<file path="config.mk">
export PLATFORM = sky130hd
export DESIGN_NAME = ultrasonic_echo_ranger_core
export DESIGN_NICKNAME = d
export VERILOG_FILES = /design/src/uer_pkg.sv /design/src/ultrasonic_echo_ranger_core.sv /design/src/uer_step.sv
export SDC_FILE = /design/constraint.sdc
export NUM_CORES = 1
export LEC_CHECK = 0
export BUFFER_PORTS_ARGS = -buffer_cell sky130_fd_sc_hd__buf_2
export CORE_ASPECT_RATIO = 0.7
export CORE_UTILIZATION = 50
export DETAILED_ROUTE_END_ITERATION = 8
export HOLD_SLACK_MARGIN = 0.15
export PLACE_DENSITY = 0.7
export SYNTH_ARGS = -nofsm -noshare
export SYNTH_HDL_FRONTEND = slang
export SYNTH_HIERARCHICAL = 1
export SYNTH_SLANG_ARGS = --single-unit
</file>
<file path="constraint.sdc">
create_clock -name clk -period 10.2 [get_ports clk]
set_clock_uncertainty 0.2 [all_clocks]
set_input_delay 1.53 -clock clk [delete_from_list [all_inputs] [get_ports clk]]
set_output_delay 1.53 -clock clk [all_outputs]
set_load 0.01 [all_outputs]
</file>
<file path="src/uer_pkg.sv">
// types, register codes and constants of the ultrasonic echo ranger
package uer_pkg;

  localparam int CNT_W      = 32;
  localparam int SINCE_W    = 20;
  localparam int WIDTH_W    = 16;
  localparam int TRIG_W     = 10;
  localparam int DIST_W     = 14;
  localparam int CFG_DATA_W = 20;
  localparam int CFG_IDX_W  = 3;
  localparam int OUT_CNT_W  = 32;

  // width*343/2000 as one multiply by a scaled reciprocal
  localparam int               DIST_SHIFT = 30;
  localparam int               DIST_MUL_W = 28;
  localparam logic [DIST_MUL_W-1:0] DIST_MUL = 28'd184146723;
  localparam int               PROD_W     = WIDTH_W + DIST_MUL_W;

  localparam logic [SINCE_W-1:0] SINCE_MAX = '1;
  localparam logic [WIDTH_W-1:0] WIDTH_MAX = '1;

  // register reset values
  localparam logic [SINCE_W-1:0] RST_REPEAT   = 20'd60000;
  localparam logic [SINCE_W-1:0] RST_TIMEOUT  = 20'd35000;
  localparam logic [WIDTH_W-1:0] RST_MIN_ECHO = 16'd117;
  localparam logic [WIDTH_W-1:0] RST_MAX_ECHO = 16'd23323;
  localparam logic [TRIG_W-1:0]  RST_TRIG_W   = 10'd10;

  // register indexes
  localparam logic [CFG_IDX_W-1:0] REG_REPEAT   = 3'd0;
  localparam logic [CFG_IDX_W-1:0] REG_TIMEOUT  = 3'd1;
  localparam logic [CFG_IDX_W-1:0] REG_MIN_ECHO = 3'd2;
  localparam logic [CFG_IDX_W-1:0] REG_MAX_ECHO = 3'd3;
  localparam logic [CFG_IDX_W-1:0] REG_TRIG_W   = 3'd4;

  typedef enum logic [2:0] {
    ST_IDLE      = 3'd0,
    ST_WAIT_RISE = 3'd1,
    ST_WAIT_FALL = 3'd2,
    ST_FAIL      = 3'd3,
    ST_VALID     = 3'd4
  } uer_status_t;

  typedef struct packed {
    logic echo_level;
    logic take_result;
  } uer_in_t;

  typedef struct packed {
    logic                 trigger_out;
    uer_status_t          status;
    logic                 result_ready;
    logic                 result_taken;
    logic [WIDTH_W-1:0]   echo_width_us;
    logic [DIST_W-1:0]    dist_mm;
    logic [OUT_CNT_W-1:0] trigger_total;
    logic [OUT_CNT_W-1:0] rise_total;
    logic [OUT_CNT_W-1:0] fall_total;
  } uer_out_t;

  typedef struct packed {
    logic [SINCE_W-1:0] repeat_interval_us;
    logic [SINCE_W-1:0] timeout_us;
    logic [WIDTH_W-1:0] min_echo_us;
    logic [WIDTH_W-1:0] max_echo_us;
    logic [TRIG_W-1:0]  trigger_width_us;
  } uer_cfg_t;

  typedef struct packed {
    logic               busy;
    logic               awaiting_rise;
    logic               echo_prev;
    logic               ready_flag;
    uer_status_t        status;
    logic [SINCE_W-1:0] since_trigger;
    logic [WIDTH_W-1:0] pulse_width;
    logic [TRIG_W-1:0]  trigger_left;
    logic [WIDTH_W-1:0] held_width;
    logic [DIST_W-1:0]  held_distance;
    logic [CNT_W-1:0]   trigger_cnt;
    logic [CNT_W-1:0]   rise_cnt;
    logic [CNT_W-1:0]   fall_cnt;
  } uer_state_t;

endpackage

</file>
<file path="src/ultrasonic_echo_ranger_core.sv">
// Ultrasonic echo ranger: one input beat per microsecond tick gives one result beat. The
// block takes a beat in every clock cycle while the result side keeps up, and each result
// appears in the output register in the cycle after its tick is accepted. The rate is set
// by the single combinational pass from the state register to the result register, whose
// longest path is the 16 by 28 bit multiply that turns the echo width into millimetres.
// The output register lets a new tick enter in the same cycle that the waiting result
// leaves. Registers must be written via the cfg port only while no tick is in flight; the
// block does not enforce it. Unused indexes ignore writes. No clearing pass follows reset.
module ultrasonic_echo_ranger_core (
  input  logic                                   clk,
  input  logic                                   rst_n,
  input  logic                                   in_valid,
  output logic                                   in_ready,
  input  uer_pkg::uer_in_t                       in_data,
  output logic                                   out_valid,
  input  logic                                   out_ready,
  output uer_pkg::uer_out_t                      out_data,
  input  logic                                   cfg_we,
  input  logic [uer_pkg::CFG_IDX_W-1:0]          cfg_index,
  input  logic [uer_pkg::CFG_DATA_W-1:0]         cfg_wdata
);
  import uer_pkg::*;

  uer_cfg_t   cfg_r;
  uer_state_t state_r;
  uer_state_t state_nxt;
  uer_out_t   res_nxt;
  uer_out_t   out_data_r;
  logic       out_valid_r;
  logic       in_fire;

  // a tick enters whenever the output register is empty or being drained
  assign in_ready  = !out_valid_r || out_ready;
  assign in_fire   = in_valid && in_ready;
  assign out_valid = out_valid_r;
  assign out_data  = out_data_r;

  // configuration registers
  always_ff @(posedge clk) begin
    if (!rst_n) begin
      cfg_r.repeat_interval_us <= RST_REPEAT;
      cfg_r.timeout_us         <= RST_TIMEOUT;
      cfg_r.min_echo_us        <= RST_MIN_ECHO;
      cfg_r.max_echo_us        <= RST_MAX_ECHO;
      cfg_r.trigger_width_us   <= RST_TRIG_W;
    end else if (cfg_we) begin
      case (cfg_index)
        REG_REPEAT:   cfg_r.repeat_interval_us <= cfg_wdata;
        REG_TIMEOUT:  cfg_r.timeout_us         <= cfg_wdata;
        REG_MIN_ECHO: cfg_r.min_echo_us        <= cfg_wdata[WIDTH_W-1:0];
        REG_MAX_ECHO: cfg_r.max_echo_us        <= cfg_wdata[WIDTH_W-1:0];
        REG_TRIG_W:   cfg_r.trigger_width_us   <= cfg_wdata[TRIG_W-1:0];
        default: ;
      endcase
    end
  end

  // tick logic
  uer_step u_step (
    .cfg     (cfg_r),
    .cur     (state_r),
    .in_beat (in_data),
    .nxt     (state_nxt),
    .res     (res_nxt)
  );

  // measurement state
  always_ff @(posedge clk) begin
    if (!rst_n) begin
      state_r.busy          <= 1'b0;
      state_r.awaiting_rise <= 1'b0;
      state_r.echo_prev     <= 1'b0;
      state_r.ready_flag    <= 1'b0;
      state_r.status        <= ST_IDLE;
      state_r.since_trigger <= RST_REPEAT;
      state_r.pulse_width   <= '0;
      state_r.trigger_left  <= '0;
      state_r.held_width    <= '0;
      state_r.held_distance <= '0;
      state_r.trigger_cnt   <= '0;
      state_r.rise_cnt      <= '0;
      state_r.fall_cnt      <= '0;
    end else if (in_fire) begin
      state_r <= state_nxt;
    end
  end

  // result register
  always_ff @(posedge clk) begin
    if (!rst_n) begin
      out_valid_r <= 1'b0;
    end else if (in_fire) begin
      out_valid_r <= 1'b1;
    end else if (out_ready) begin
      out_valid_r <= 1'b0;
    end
  end

  always_ff @(posedge clk) begin
    if (in_fire) begin
      out_data_r <= res_nxt;
    end
  end

endmodule

</file>
<file path="src/uer_step.sv">
// next-state and result logic for one microsecond tick
module uer_step (
  input  uer_pkg::uer_cfg_t   cfg,
  input  uer_pkg::uer_state_t cur,
  input  uer_pkg::uer_in_t    in_beat,
  output uer_pkg::uer_state_t nxt,
  output uer_pkg::uer_out_t   res
);
  import uer_pkg::*;

  uer_state_t          s;
  logic                taken;
  logic                rise_edge;
  logic                fall_edge;
  logic                in_range;
  logic [PROD_W-1:0]   prod;
  logic [SINCE_W-1:0]  since_inc;
  logic [WIDTH_W-1:0]  width_inc;

  // counters advanced before edges are looked at
  always_comb begin
    since_inc = (cur.since_trigger < SINCE_MAX) ? cur.since_trigger + 1'b1
                                                 : cur.since_trigger;
    width_inc = (cur.busy && !cur.awaiting_rise && cur.pulse_width < WIDTH_MAX)
                ? cur.pulse_width + 1'b1 : cur.pulse_width;
  end

  // distance from the width that a falling edge would close
  assign prod     = PROD_W'(width_inc) * PROD_W'(DIST_MUL);
  assign in_range = (width_inc >= cfg.min_echo_us) && (width_inc <= cfg.max_echo_us);

  assign rise_edge = in_beat.echo_level && !cur.echo_prev;
  assign fall_edge = !in_beat.echo_level && cur.echo_prev;
  assign taken     = in_beat.take_result && cur.ready_flag;

  always_comb begin
    s = cur;
    s.since_trigger = since_inc;
    s.pulse_width   = width_inc;

    // take request
    if (taken) begin
      s.ready_flag = 1'b0;
      s.status     = ST_IDLE;
    end

    // echo edges
    if (rise_edge) begin
      if (cur.busy && cur.awaiting_rise) begin
        s.rise_cnt      = cur.rise_cnt + 1'b1;
        s.awaiting_rise = 1'b0;
        s.pulse_width   = '0;
        s.status        = ST_WAIT_FALL;
      end
    end else if (fall_edge) begin
      if (cur.busy && !cur.awaiting_rise) begin
        s.fall_cnt = cur.fall_cnt + 1'b1;
        s.busy     = 1'b0;
        if (in_range) begin
          s.held_width    = width_inc;
          s.held_distance = prod[DIST_SHIFT +: DIST_W];
          s.ready_flag    = 1'b1;
          s.status        = ST_VALID;
        end else begin
          s.status = ST_FAIL;
        end
      end
    end
    s.echo_prev = in_beat.echo_level;

    // timeout after edges
    if (s.busy && since_inc >= cfg.timeout_us) begin
      s.busy          = 1'b0;
      s.awaiting_rise = 1'b0;
      s.status        = ST_FAIL;
    end

    // trigger after timeout
    if (!s.busy && since_inc >= cfg.repeat_interval_us) begin
      s.busy          = 1'b1;
      s.awaiting_rise = 1'b1;
      s.status        = ST_WAIT_RISE;
      s.since_trigger = '0;
      s.trigger_cnt   = cur.trigger_cnt + 1'b1;
      s.trigger_left  = cfg.trigger_width_us;
    end

    // result fields before the pulse counter steps
    res.trigger_out   = (s.trigger_left != '0);
    res.status        = s.status;
    res.result_ready  = s.ready_flag;
    res.result_taken  = taken;
    res.echo_width_us = s.held_width;
    res.dist_mm       = s.held_distance;
    res.trigger_total = OUT_CNT_W'(s.trigger_cnt);
    res.rise_total    = OUT_CNT_W'(s.rise_cnt);
    res.fall_total    = OUT_CNT_W'(s.fall_cnt);

    if (s.trigger_left != '0) begin
      s.trigger_left = s.trigger_left - 1'b1;
    end
    nxt = s;
  end

endmodule

</file>
==> flow_metrics.env, run 1 <==
export IMPL_status="finished clean"
export IMPL_clock_fmax_mhz=110.0
export IMPL_rsz0062_at_grt="false"
export IMPL_r2r_setup_slack_ps=1110
export IMPL_fillCellCount=4911
export IMPL_initial_core_util_pct=50.83
export IMPL_synth_fp_nets=3372
export IMPL_critical_path_required_ps=10470
export IMPL_routedWlPerCell_um=17.78
export IMPL_row_count=71
export IMPL_synth_largest_area_cell="dfxtp_1"
export IMPL_place_hpwl_mm=51.04
export IMPL_crit_path_end_kind="flip-flop"
export IMPL_power_switching_mw=1.055
export IMPL_async_flop_share_pct=0
export IMPL_netlist_cell_type_count=75
export IMPL_cts_hold_buf=0
export IMPL_synth_edf_count=132
export IMPL_synth_fa_ha_area_share_pct=22.31
export IMPL_grt_pass1_wl_mm=104.4
export IMPL_intPower_mw=2.776
export IMPL_post_cts_repair_setup_buffers=0
export IMPL_seqCellArea_mm2=0.009209
export IMPL_syn_inst=2949
export IMPL_hold_viol=0
export IMPL_final_common_cell="nand2_1"
export IMPL_critPathMaxStageDelay_ps=590
export IMPL_place_congestion=0.9711
export IMPL_worstSetupPathType="reg2reg"
export IMPL_final_setup_tns_ps=0
export IMPL_muxShareOfSynthArea_pct=7.160
export IMPL_cts_inserted_buffers=40
export IMPL_nNetsFinal=3362
export IMPL_drcViolationCount=0
export IMPL_clockBufferDepth=3
export IMPL_synth_xor_area_share_pct=5.036
export IMPL_yosysSeqAreaShare_pct=33.54
export IMPL_hp_class="reg2reg"
export IMPL_dieArea_mm2=0.05586
export IMPL_avgSynthCellArea_um2=9.310
export IMPL_place_ws_ps=1155
export IMPL_clkPwrFrac_pct=40.1
export IMPL_path_delay_family="adder cells"
export IMPL_power_density_mw_per_mm2=131.0
export IMPL_grt_antenna_before_repair=4
export IMPL_syn_cell_area_mm2=0.02745
export IMPL_ir_worst_vdd_uv=132.2
export IMPL_fp_dieW_um=282.1
export IMPL_synth_compound_area_share_pct=5.560
export IMPL_multi_input_area_mm2=0.01542
export IMPL_post_route_period_util_pct=89.11
export IMPL_synth_simple_area_share_pct=16.00
export IMPL_netlist_top_cells_area="dfxtp_1 (19%), edfxtp_1 (14%), fa_1 (12%)"
export IMPL_overflow=0
export IMPL_p_sw_share_pct=27.55
export IMPL_vias=19770
export IMPL_finalCriticalPeriod_ps=9090
export IMPL_clock_latency_ps=560
export IMPL_p_comb_share_pct=14.8
export IMPL_drv_slew=0
export IMPL_detail_route_antenna_nets=0
export IMPL_layout_drive_gt1_share_pct=9.357
export IMPL_syn_to_final_growth_pct=6.526
export IMPL_root_buffer="clkbuf_16"
export IMPL_max_cap_viol_count=0
export IMPL_first_iter_violations=1265
export IMPL_clock_sinks=394
export IMPL_first_global_vias=19040
export IMPL_cts_tree="built"
export IMPL_core_mm2=0.05401
export IMPL_clk_pin_slew_ps=60
export IMPL_synthFlopType="dfxtp_1"
export IMPL_mostFrequentLayoutCells="nand2_1 (526), inv_1 (342), dfxtp_1 (262)"
export IMPL_die_h_um=198.1
export IMPL_vias_per_cell=5.335
export IMPL_leakagePower_nw=13.61
export IMPL_grt_max_degree=185
export IMPL_cp_start_kind="flip-flop"
export IMPL_track_usage_pct=23.79
export IMPL_cp_slowest_cell="xnor2_1"
export IMPL_wirelength_mm=65.89
export IMPL_htreeDepth=2
export IMPL_drt_pass1_iterations=5
export IMPL_cts_resized=0
export IMPL_port_buffer_count=163
export IMPL_io_pins=164
export IMPL_crit_fanout=9
export IMPL_ys_seq_elements=394
export IMPL_relSlewSlack_pct=27.36
export IMPL_worstMarginPinSlew_ps=1090
export IMPL_synth_top_area_share_pct=19.10
export IMPL_post_route_util_pct=54.15
export IMPL_arrival_ps=9360
export IMPL_finalSetupViolations=0
export IMPL_synth_top_family_by_area="adder cells"
export IMPL_synth_warning_count=6
export IMPL_power_frac_seq_pct=45.2
export IMPL_setup_slack_ps=1110
export IMPL_critPathBufInv=5
-- worst register-to-register path, delay by kind of cell (launching register included) --
family | cells | cell delay (ps)
fa+ha+maj | 8 | 3570
buf+inv | 5 | 820
mux | 1 | 170
flops | 1 | 520
simple gates | 9 | 1760
compound gates | 6 | 1250
xor+xnor | 2 | 730
-- through the flow --
step | hold slack, ps | area (um^2) | power, mW | instances
final | 255.2 | 29250 | 3.831 | 3705
after detailed placement | 248.8 | 27870 | 2.324 | 3627
after CTS | 257.0 | 29240 | 3.861 | 3701
after global routing | 272.3 | 29240 | 4.005 | 3704
after global placement | 241.9 | 27870 | 2.304 | 3627
after floorplan | 235.0 | 27450 | 2.182 | 2949
-- power by group through the flow --
stage,registers [mW],clock network [mW],logic [mW]
floorplan,1.77,0,0.412
global placement,1.76,0,0.544
detailed placement,1.76,0,0.561
CTS,1.73,1.57,0.565
global route,1.74,1.63,0.634
finish,1.73,1.53,0.566
-- final cells by class --
type	count	area share [%]
flip-flops and latches	394	31.49
repair buffers	191	3.585
well taps	730	3.123
clock buffers	49	3.607
clock inverters	25	1.052
multi-input cells	1970	52.72
inverters	342	4.389
diodes	4	0.03423
-- worst paths after layout --
| kind | endpoint | start | cells after the start |
|---|---|---|---|
| setup / recovery | state_r[109] | state_r[136] | 31 |
| setup reg to reg | state_r[109] | state_r[136] | 31 |
| hold reg to reg | state_r[102] | state_r[102] | 2 |
| hold / removal | state_r[102] | state_r[102] | 2 |
-- layer usage --
metal  global-route usage (%)  routed length, um  share of wire, %  up-vias
li1                         -                  -                 -     9636
met1                    35.17              32020                49     9610
met2                    36.45              29100                44      441
met3                    3.776               3449               5.2       78
met4                    5.133               1307               2.0        0
met5                        0                  0                 0        -
-- sequential cells by signal (all words and copies together), names as in the netlist --
name,cells
out_valid,1
cfg_r,82
state_r,179
out_data,132
-- logic make-up (layout without fill, tap and decap cells) --
group | Yosys count | in the layout
buf+inv | 585 | 607
other cells | 0 | 4
xor+xnor | 157 | 157
mux | 196 | 196
simple gates | 968 | 968
flops | 394 | 394
compound gates | 254 | 254
fa+ha+maj | 395 | 395
-- synthesized netlist by cell type (4+ instances only) --
| master | count |
|---|---|
| a31oi_1 | 7 |
| nand2_1 | 526 |
| nor4_1 | 5 |
| or3_1 | 7 |
| buf_6 | 17 |
| a211oi_1 | 5 |
| and2_1 | 5 |
| nor2b_1 | 25 |
| a21oi_1 | 63 |
| dfxtp_1 | 262 |
| o211ai_1 | 12 |
| o21ai_1 | 31 |
| inv_1 | 342 |
| xnor2_1 | 120 |
| or2_2 | 6 |
| edfxtp_1 | 132 |
| buf_4 | 132 |
| nand3_1 | 150 |
| xor2_1 | 36 |
| nand4_1 | 44 |
| ha_1 | 235 |
| and4_1 | 10 |
| buf_1 | 4 |
| o21ai_0 | 75 |
| fa_1 | 158 |
| nor3_1 | 33 |
| buf_2 | 27 |
| a21o_1 | 27 |
| o21a_1 | 4 |
| mux2i_1 | 193 |
| and3_1 | 33 |
| clkbuf_1 | 63 |
| nor2_1 | 85 |
| nand2b_1 | 13 |
No activity file was read; power rests on OpenSTA's default activity.
==> inputs of run 2 (changes only) <==
==> constraint.sdc (replaced) <==
create_clock -name clk -period 10.2 [get_ports clk]
set_clock_uncertainty 0.2 [all_clocks]
set_input_delay 1.02 -clock clk [delete_from_list [all_inputs] [get_ports clk]]
set_output_delay 1.02 -clock clk [all_outputs]
set_load 0.01 [all_outputs]
==> flow_metrics.env, run 2 (synthesis gave the netlist of run 1 again) <==
export IMPL_vias=19650
export IMPL_wirelength_mm=65.32
export IMPL_place_congestion=0.9792
export IMPL_first_global_vias=19450
export IMPL_nNetsFinal=3362
export IMPL_critical_path_required_ps=10470
export IMPL_grt_antenna_before_repair=1
export IMPL_dieArea_mm2=0.05586
export IMPL_cp_slowest_cell="a21oi_1"
export IMPL_hold_viol=0
export IMPL_post_route_period_util_pct=87.21
export IMPL_clk_pin_slew_ps=60
export IMPL_p_total_mw=3.849
export IMPL_grt_pass1_wl_mm=105.2
export IMPL_row_count=71
export IMPL_hold_depth=2
export IMPL_cts_hold_buf=0
export IMPL_post_cts_repair_setup_buffers=0
export IMPL_arrival_ps=9170
export IMPL_detail_route_antenna_nets=0
export IMPL_clock_sinks=394
export IMPL_initial_core_util_pct=50.83
export IMPL_place_hpwl_mm=50.25
export IMPL_core_mm2=0.05401
export IMPL_final_setup_tns_ps=0
export IMPL_crit_fanout=9
export IMPL_status="finished clean"
export IMPL_critPathMaxStageDelay_ps=580
export IMPL_syn_to_final_growth_pct=6.585
export IMPL_fillCellCount=4847
export IMPL_mostFrequentLayoutCells="nand2_1 (526), inv_1 (342), dfxtp_1 (262)"
export IMPL_vias_per_cell=5.309
export IMPL_track_usage_pct=23.91
export IMPL_relSlewSlack_pct=25.39
export IMPL_drt_pass1_iterations=5
export IMPL_routedWlPerCell_um=17.65
export IMPL_place_ws_ps=1363
export IMPL_diodes=0
export IMPL_finalCriticalPeriod_ps=8896
export IMPL_worstMarginPinSlew_ps=1119
export IMPL_root_buffer="clkbuf_16"
export IMPL_largest_reg_flops=179
export IMPL_top_register="state_r"
export IMPL_port_buffer_count=163
export IMPL_cts_inserted_buffers=40
export IMPL_clock_fmax_mhz=112.4
export IMPL_cp_start_kind="flip-flop"
export IMPL_cts_resized=0
export IMPL_rr_worst_depth=32
export IMPL_clockBufferDepth=3
export IMPL_setup_slack_ps=1304
export IMPL_overflow=0
export IMPL_finalSetupViolations=0
export IMPL_layout_drive_gt1_share_pct=9.458
export IMPL_cts_tree="built"
export IMPL_fp_dieW_um=282.1
export IMPL_crit_path_end_kind="flip-flop"
export IMPL_leakagePower_nw=13.64
export IMPL_worstSetupPathType="reg2reg"
export IMPL_ir_worst_vdd_uv=138.1
export IMPL_clock_latency_ps=550
export IMPL_first_iter_violations=1399
export IMPL_power_density_mw_per_mm2=131.5
export IMPL_drv_slew=0
export IMPL_io_pins=164
export IMPL_final_common_cell="nand2_1"
export IMPL_rsz0062_at_grt="false"
export IMPL_htreeDepth=2
export IMPL_drcViolationCount=0
export IMPL_die_h_um=198.1
export IMPL_grt_max_degree=169
export IMPL_hp_class="reg2reg"
export IMPL_max_cap_viol_count=0
run 2: worst max-delay path, delay by kind of cell (launching register included):
kind / cells / cell delay, ps
DFF: 1 / 410
AOI/OAI and AO/OA: 6 / 1520
and+or+nand+nor: 9 / 1670
adders and majority gates: 8 / 3770
xor gates and xnor gates: 2 / 210
buffers and inverters: 6 / 880
muxes: 1 / 150
run 2: worst paths after layout:
check                             startpoint            to  slack (ps)
worst max-delay path            state_r[136]  state_r[109]        1300
worst min register to register     cfg_r[79]     cfg_r[79]         260
worst min-delay path               cfg_r[79]     cfg_r[79]         260
worst max register to register  state_r[136]  state_r[109]        1300
run 2: routing by layer:
layer  up-vias  routed length [um]  GRT usage, %
met3        68                3442         3.835
met5         -                   0             0
met1      9559               31890         35.26
met2       416               29000         37.06
li1       9607                   -             -
met4         0                 993         4.368
run 2: final cells by class:
cell class / count / area [um^2] / area share (%)
clock buffer: 56 / 1184 / 4.045
clock inverter: 18 / 205.2 / 0.7012
inverter: 342 / 1284 / 4.387
multi-input combinational: 1970 / 15420 / 52.69
sequential: 394 / 9209 / 31.47
tap: 730 / 913.4 / 3.121
timing repair buffer: 191 / 1049 / 3.583
run 2: per-stage QoR:
step                      utilization [%]  cell area [um^2]  instances  hold WS, ps
after global placement              51.61             27870       3627        242.6
final                               54.18             29260       3701        257.8
after floorplan                         -             27450       2949        235.0
after detailed placement            51.61             27870       3627        246.4
after CTS                           54.18             29260       3701        261.3
after global routing                54.18             29260       3701        278.4
run 2: power by group:
group / switching [mW] / total, mW / internal, mW
Clock: 0.638 / 1.55 / 0.916
Combinational: 0.350 / 0.565 / 0.215
Sequential: 0.0461 / 1.73 / 1.68
==> inputs of run 3 (changes only) <==
- CORE_ASPECT_RATIO: 0.7 -> unset
- HOLD_SLACK_MARGIN: 0.15 -> unset
- SLEW_MARGIN: unset -> 20
==> flow_metrics.env, run 3 (synthesis gave the netlist of run 1 again) <==
export IMPL_worstMarginPinSlew_ps=1042
export IMPL_finalCriticalPeriod_ps=8816
export IMPL_fp_dieW_um=236.3
export IMPL_arrival_ps=9100
export IMPL_status="finished clean"
export IMPL_first_global_vias=19640
export IMPL_initial_core_util_pct=50.82
export IMPL_core_mm2=0.05403
export IMPL_largest_reg_flops=179
export IMPL_detail_route_antenna_nets=0
export IMPL_top_register="state_r"
export IMPL_nNetsFinal=3361
export IMPL_final_common_cell="nand2_1"
export IMPL_seqCellArea_mm2=0.009209
export IMPL_clk_pin_slew_ps=60
export IMPL_fillCellCount=4817
export IMPL_row_count=85
export IMPL_final_cell_area_mm2=0.02922
export IMPL_ir_worst_vdd_uv=129.0
export IMPL_grt_pass1_wl_mm=102.6
export IMPL_grt_antenna_before_repair=1
export IMPL_io_pins=164
export IMPL_place_hpwl_mm=48.34
export IMPL_final_setup_tns_ps=0
export IMPL_max_cap_viol_count=0
export IMPL_power_density_mw_per_mm2=130.8
export IMPL_die_h_um=236.3
export IMPL_hold_viol=0
export IMPL_overflow=0
export IMPL_layout_drive_gt1_share_pct=9.522
export IMPL_post_cts_repair_setup_buffers=0
export IMPL_finalSetupViolations=0
export IMPL_drv_slew=0
export IMPL_multi_input_area_mm2=0.01542
export IMPL_vias_per_cell=5.357
export IMPL_cp_start_kind="flip-flop"
export IMPL_crit_path_end_kind="flip-flop"
export IMPL_drt_pass1_iterations=7
export IMPL_port_buffer_count=163
export IMPL_dieArea_mm2=0.05585
export IMPL_grt_max_degree=253
export IMPL_rsz0062_at_grt="false"
export IMPL_place_congestion=0.9562
export IMPL_clock_sinks=394
export IMPL_hp_class="reg2reg"
export IMPL_dpl_cell_area_mm2=0.02781
export IMPL_syn_to_final_growth_pct=6.435
export IMPL_track_usage_pct=22.84
export IMPL_routedWlPerCell_um=17.16
export IMPL_root_buffer="clkbuf_16"
export IMPL_critical_path_required_ps=10490
export IMPL_drcViolationCount=0
export IMPL_mostFrequentLayoutCells="nand2_1 (526), inv_1 (342), dfxtp_1 (262)"
export IMPL_cp_slowest_cell="a221oi_1"
export IMPL_critPathMaxStageDelay_ps=620
export IMPL_leakagePower_nw=13.63
export IMPL_clock_fmax_mhz=113.4
export IMPL_cts_resized=0
export IMPL_clock_latency_ps=580
export IMPL_cts_inserted_buffers=43
export IMPL_post_route_period_util_pct=86.43
export IMPL_cts_hold_buf=0
export IMPL_first_iter_violations=1347
export IMPL_vias=19650
export IMPL_worstSetupPathType="reg2reg"
export IMPL_clockBufferDepth=3
export IMPL_relSlewSlack_pct=30.55
export IMPL_wirelength_mm=62.94
export IMPL_htreeDepth=2
export IMPL_crit_fanout=7
export IMPL_diodes=0
export IMPL_cts_tree="built"
run 3: changes by cell type in the layout (fill, tap and decap cells not counted), sizes merged:
cell,before,now
clkinv,12,14
inv,343,344
buf,191,187
clkinvlp,1,2
bufinv,4,1
clkbuf,56,60
run 3: per-layer routing:
layer | vias to the layer above | global-route usage (%) | wire length, um
met5 | - | 0 | 13
met4 | 2 | 5.136 | 1127
met3 | 73 | 3.125 | 2881
met2 | 423 | 38.69 | 30090
met1 | 9517 | 30.87 | 28830
li1 | 9635 | - | -
run 3: final timing paths:
check / startpoint / to / slack (ps) / cells past startpoint
worst min-delay path: state_r[121] / state_r[121] / 260 / 2
worst min register to register: state_r[121] / state_r[121] / 260 / 2
worst max register to register: state_r[136] / state_r[109] / 1380 / 31
worst max-delay path: state_r[136] / state_r[109] / 1380 / 31
run 3: area by class of cell:
class / instances / share of cell area (%)
multi-input cells: 1970 / 52.77
flip-flops and latches: 394 / 31.51
inverters: 342 / 4.393
clock buffers: 60 / 4.243
repair buffers: 187 / 3.528
well taps: 696 / 2.980
clock inverters: 19 / 0.5738
run 3: through the flow:
stage | instances | total power, mW | hold WS [ps] | setup slack (ps) | utilization, %
after CTS | 3668 | 3.864 | 261.7 | 1333 | 54.09
after floorplan | 2949 | 2.182 | 235.0 | 2306 | -
after global placement | 3589 | 2.304 | 242.7 | 1528 | 51.48
after detailed placement | 3589 | 2.321 | 250.9 | 1414 | 51.48
final | 3668 | 3.823 | 259.5 | 1384 | 54.09
after global routing | 3668 | 4.008 | 276.1 | 897.8 | 54.09
run 3: power breakdown:
part,switching [mW],total [mW],leakage [nW],internal (mW)
Combinational,0.340,0.555,9.50,0.216
Sequential,0.0495,1.74,3.44,1.69
Clock,0.651,1.53,0.693,0.881
Total,1.04,3.82,13.6,2.78
run 3: worst max-delay path, delay by kind of cell, from the launching register on:
kind / cells / cell delay [ps]
flops: 1 / 410
simple gates: 5 / 610
buf+inv: 6 / 850
xor+xnor: 2 / 280
mux: 1 / 160
compound gates: 9 / 2740
fa+ha+maj: 8 / 3450
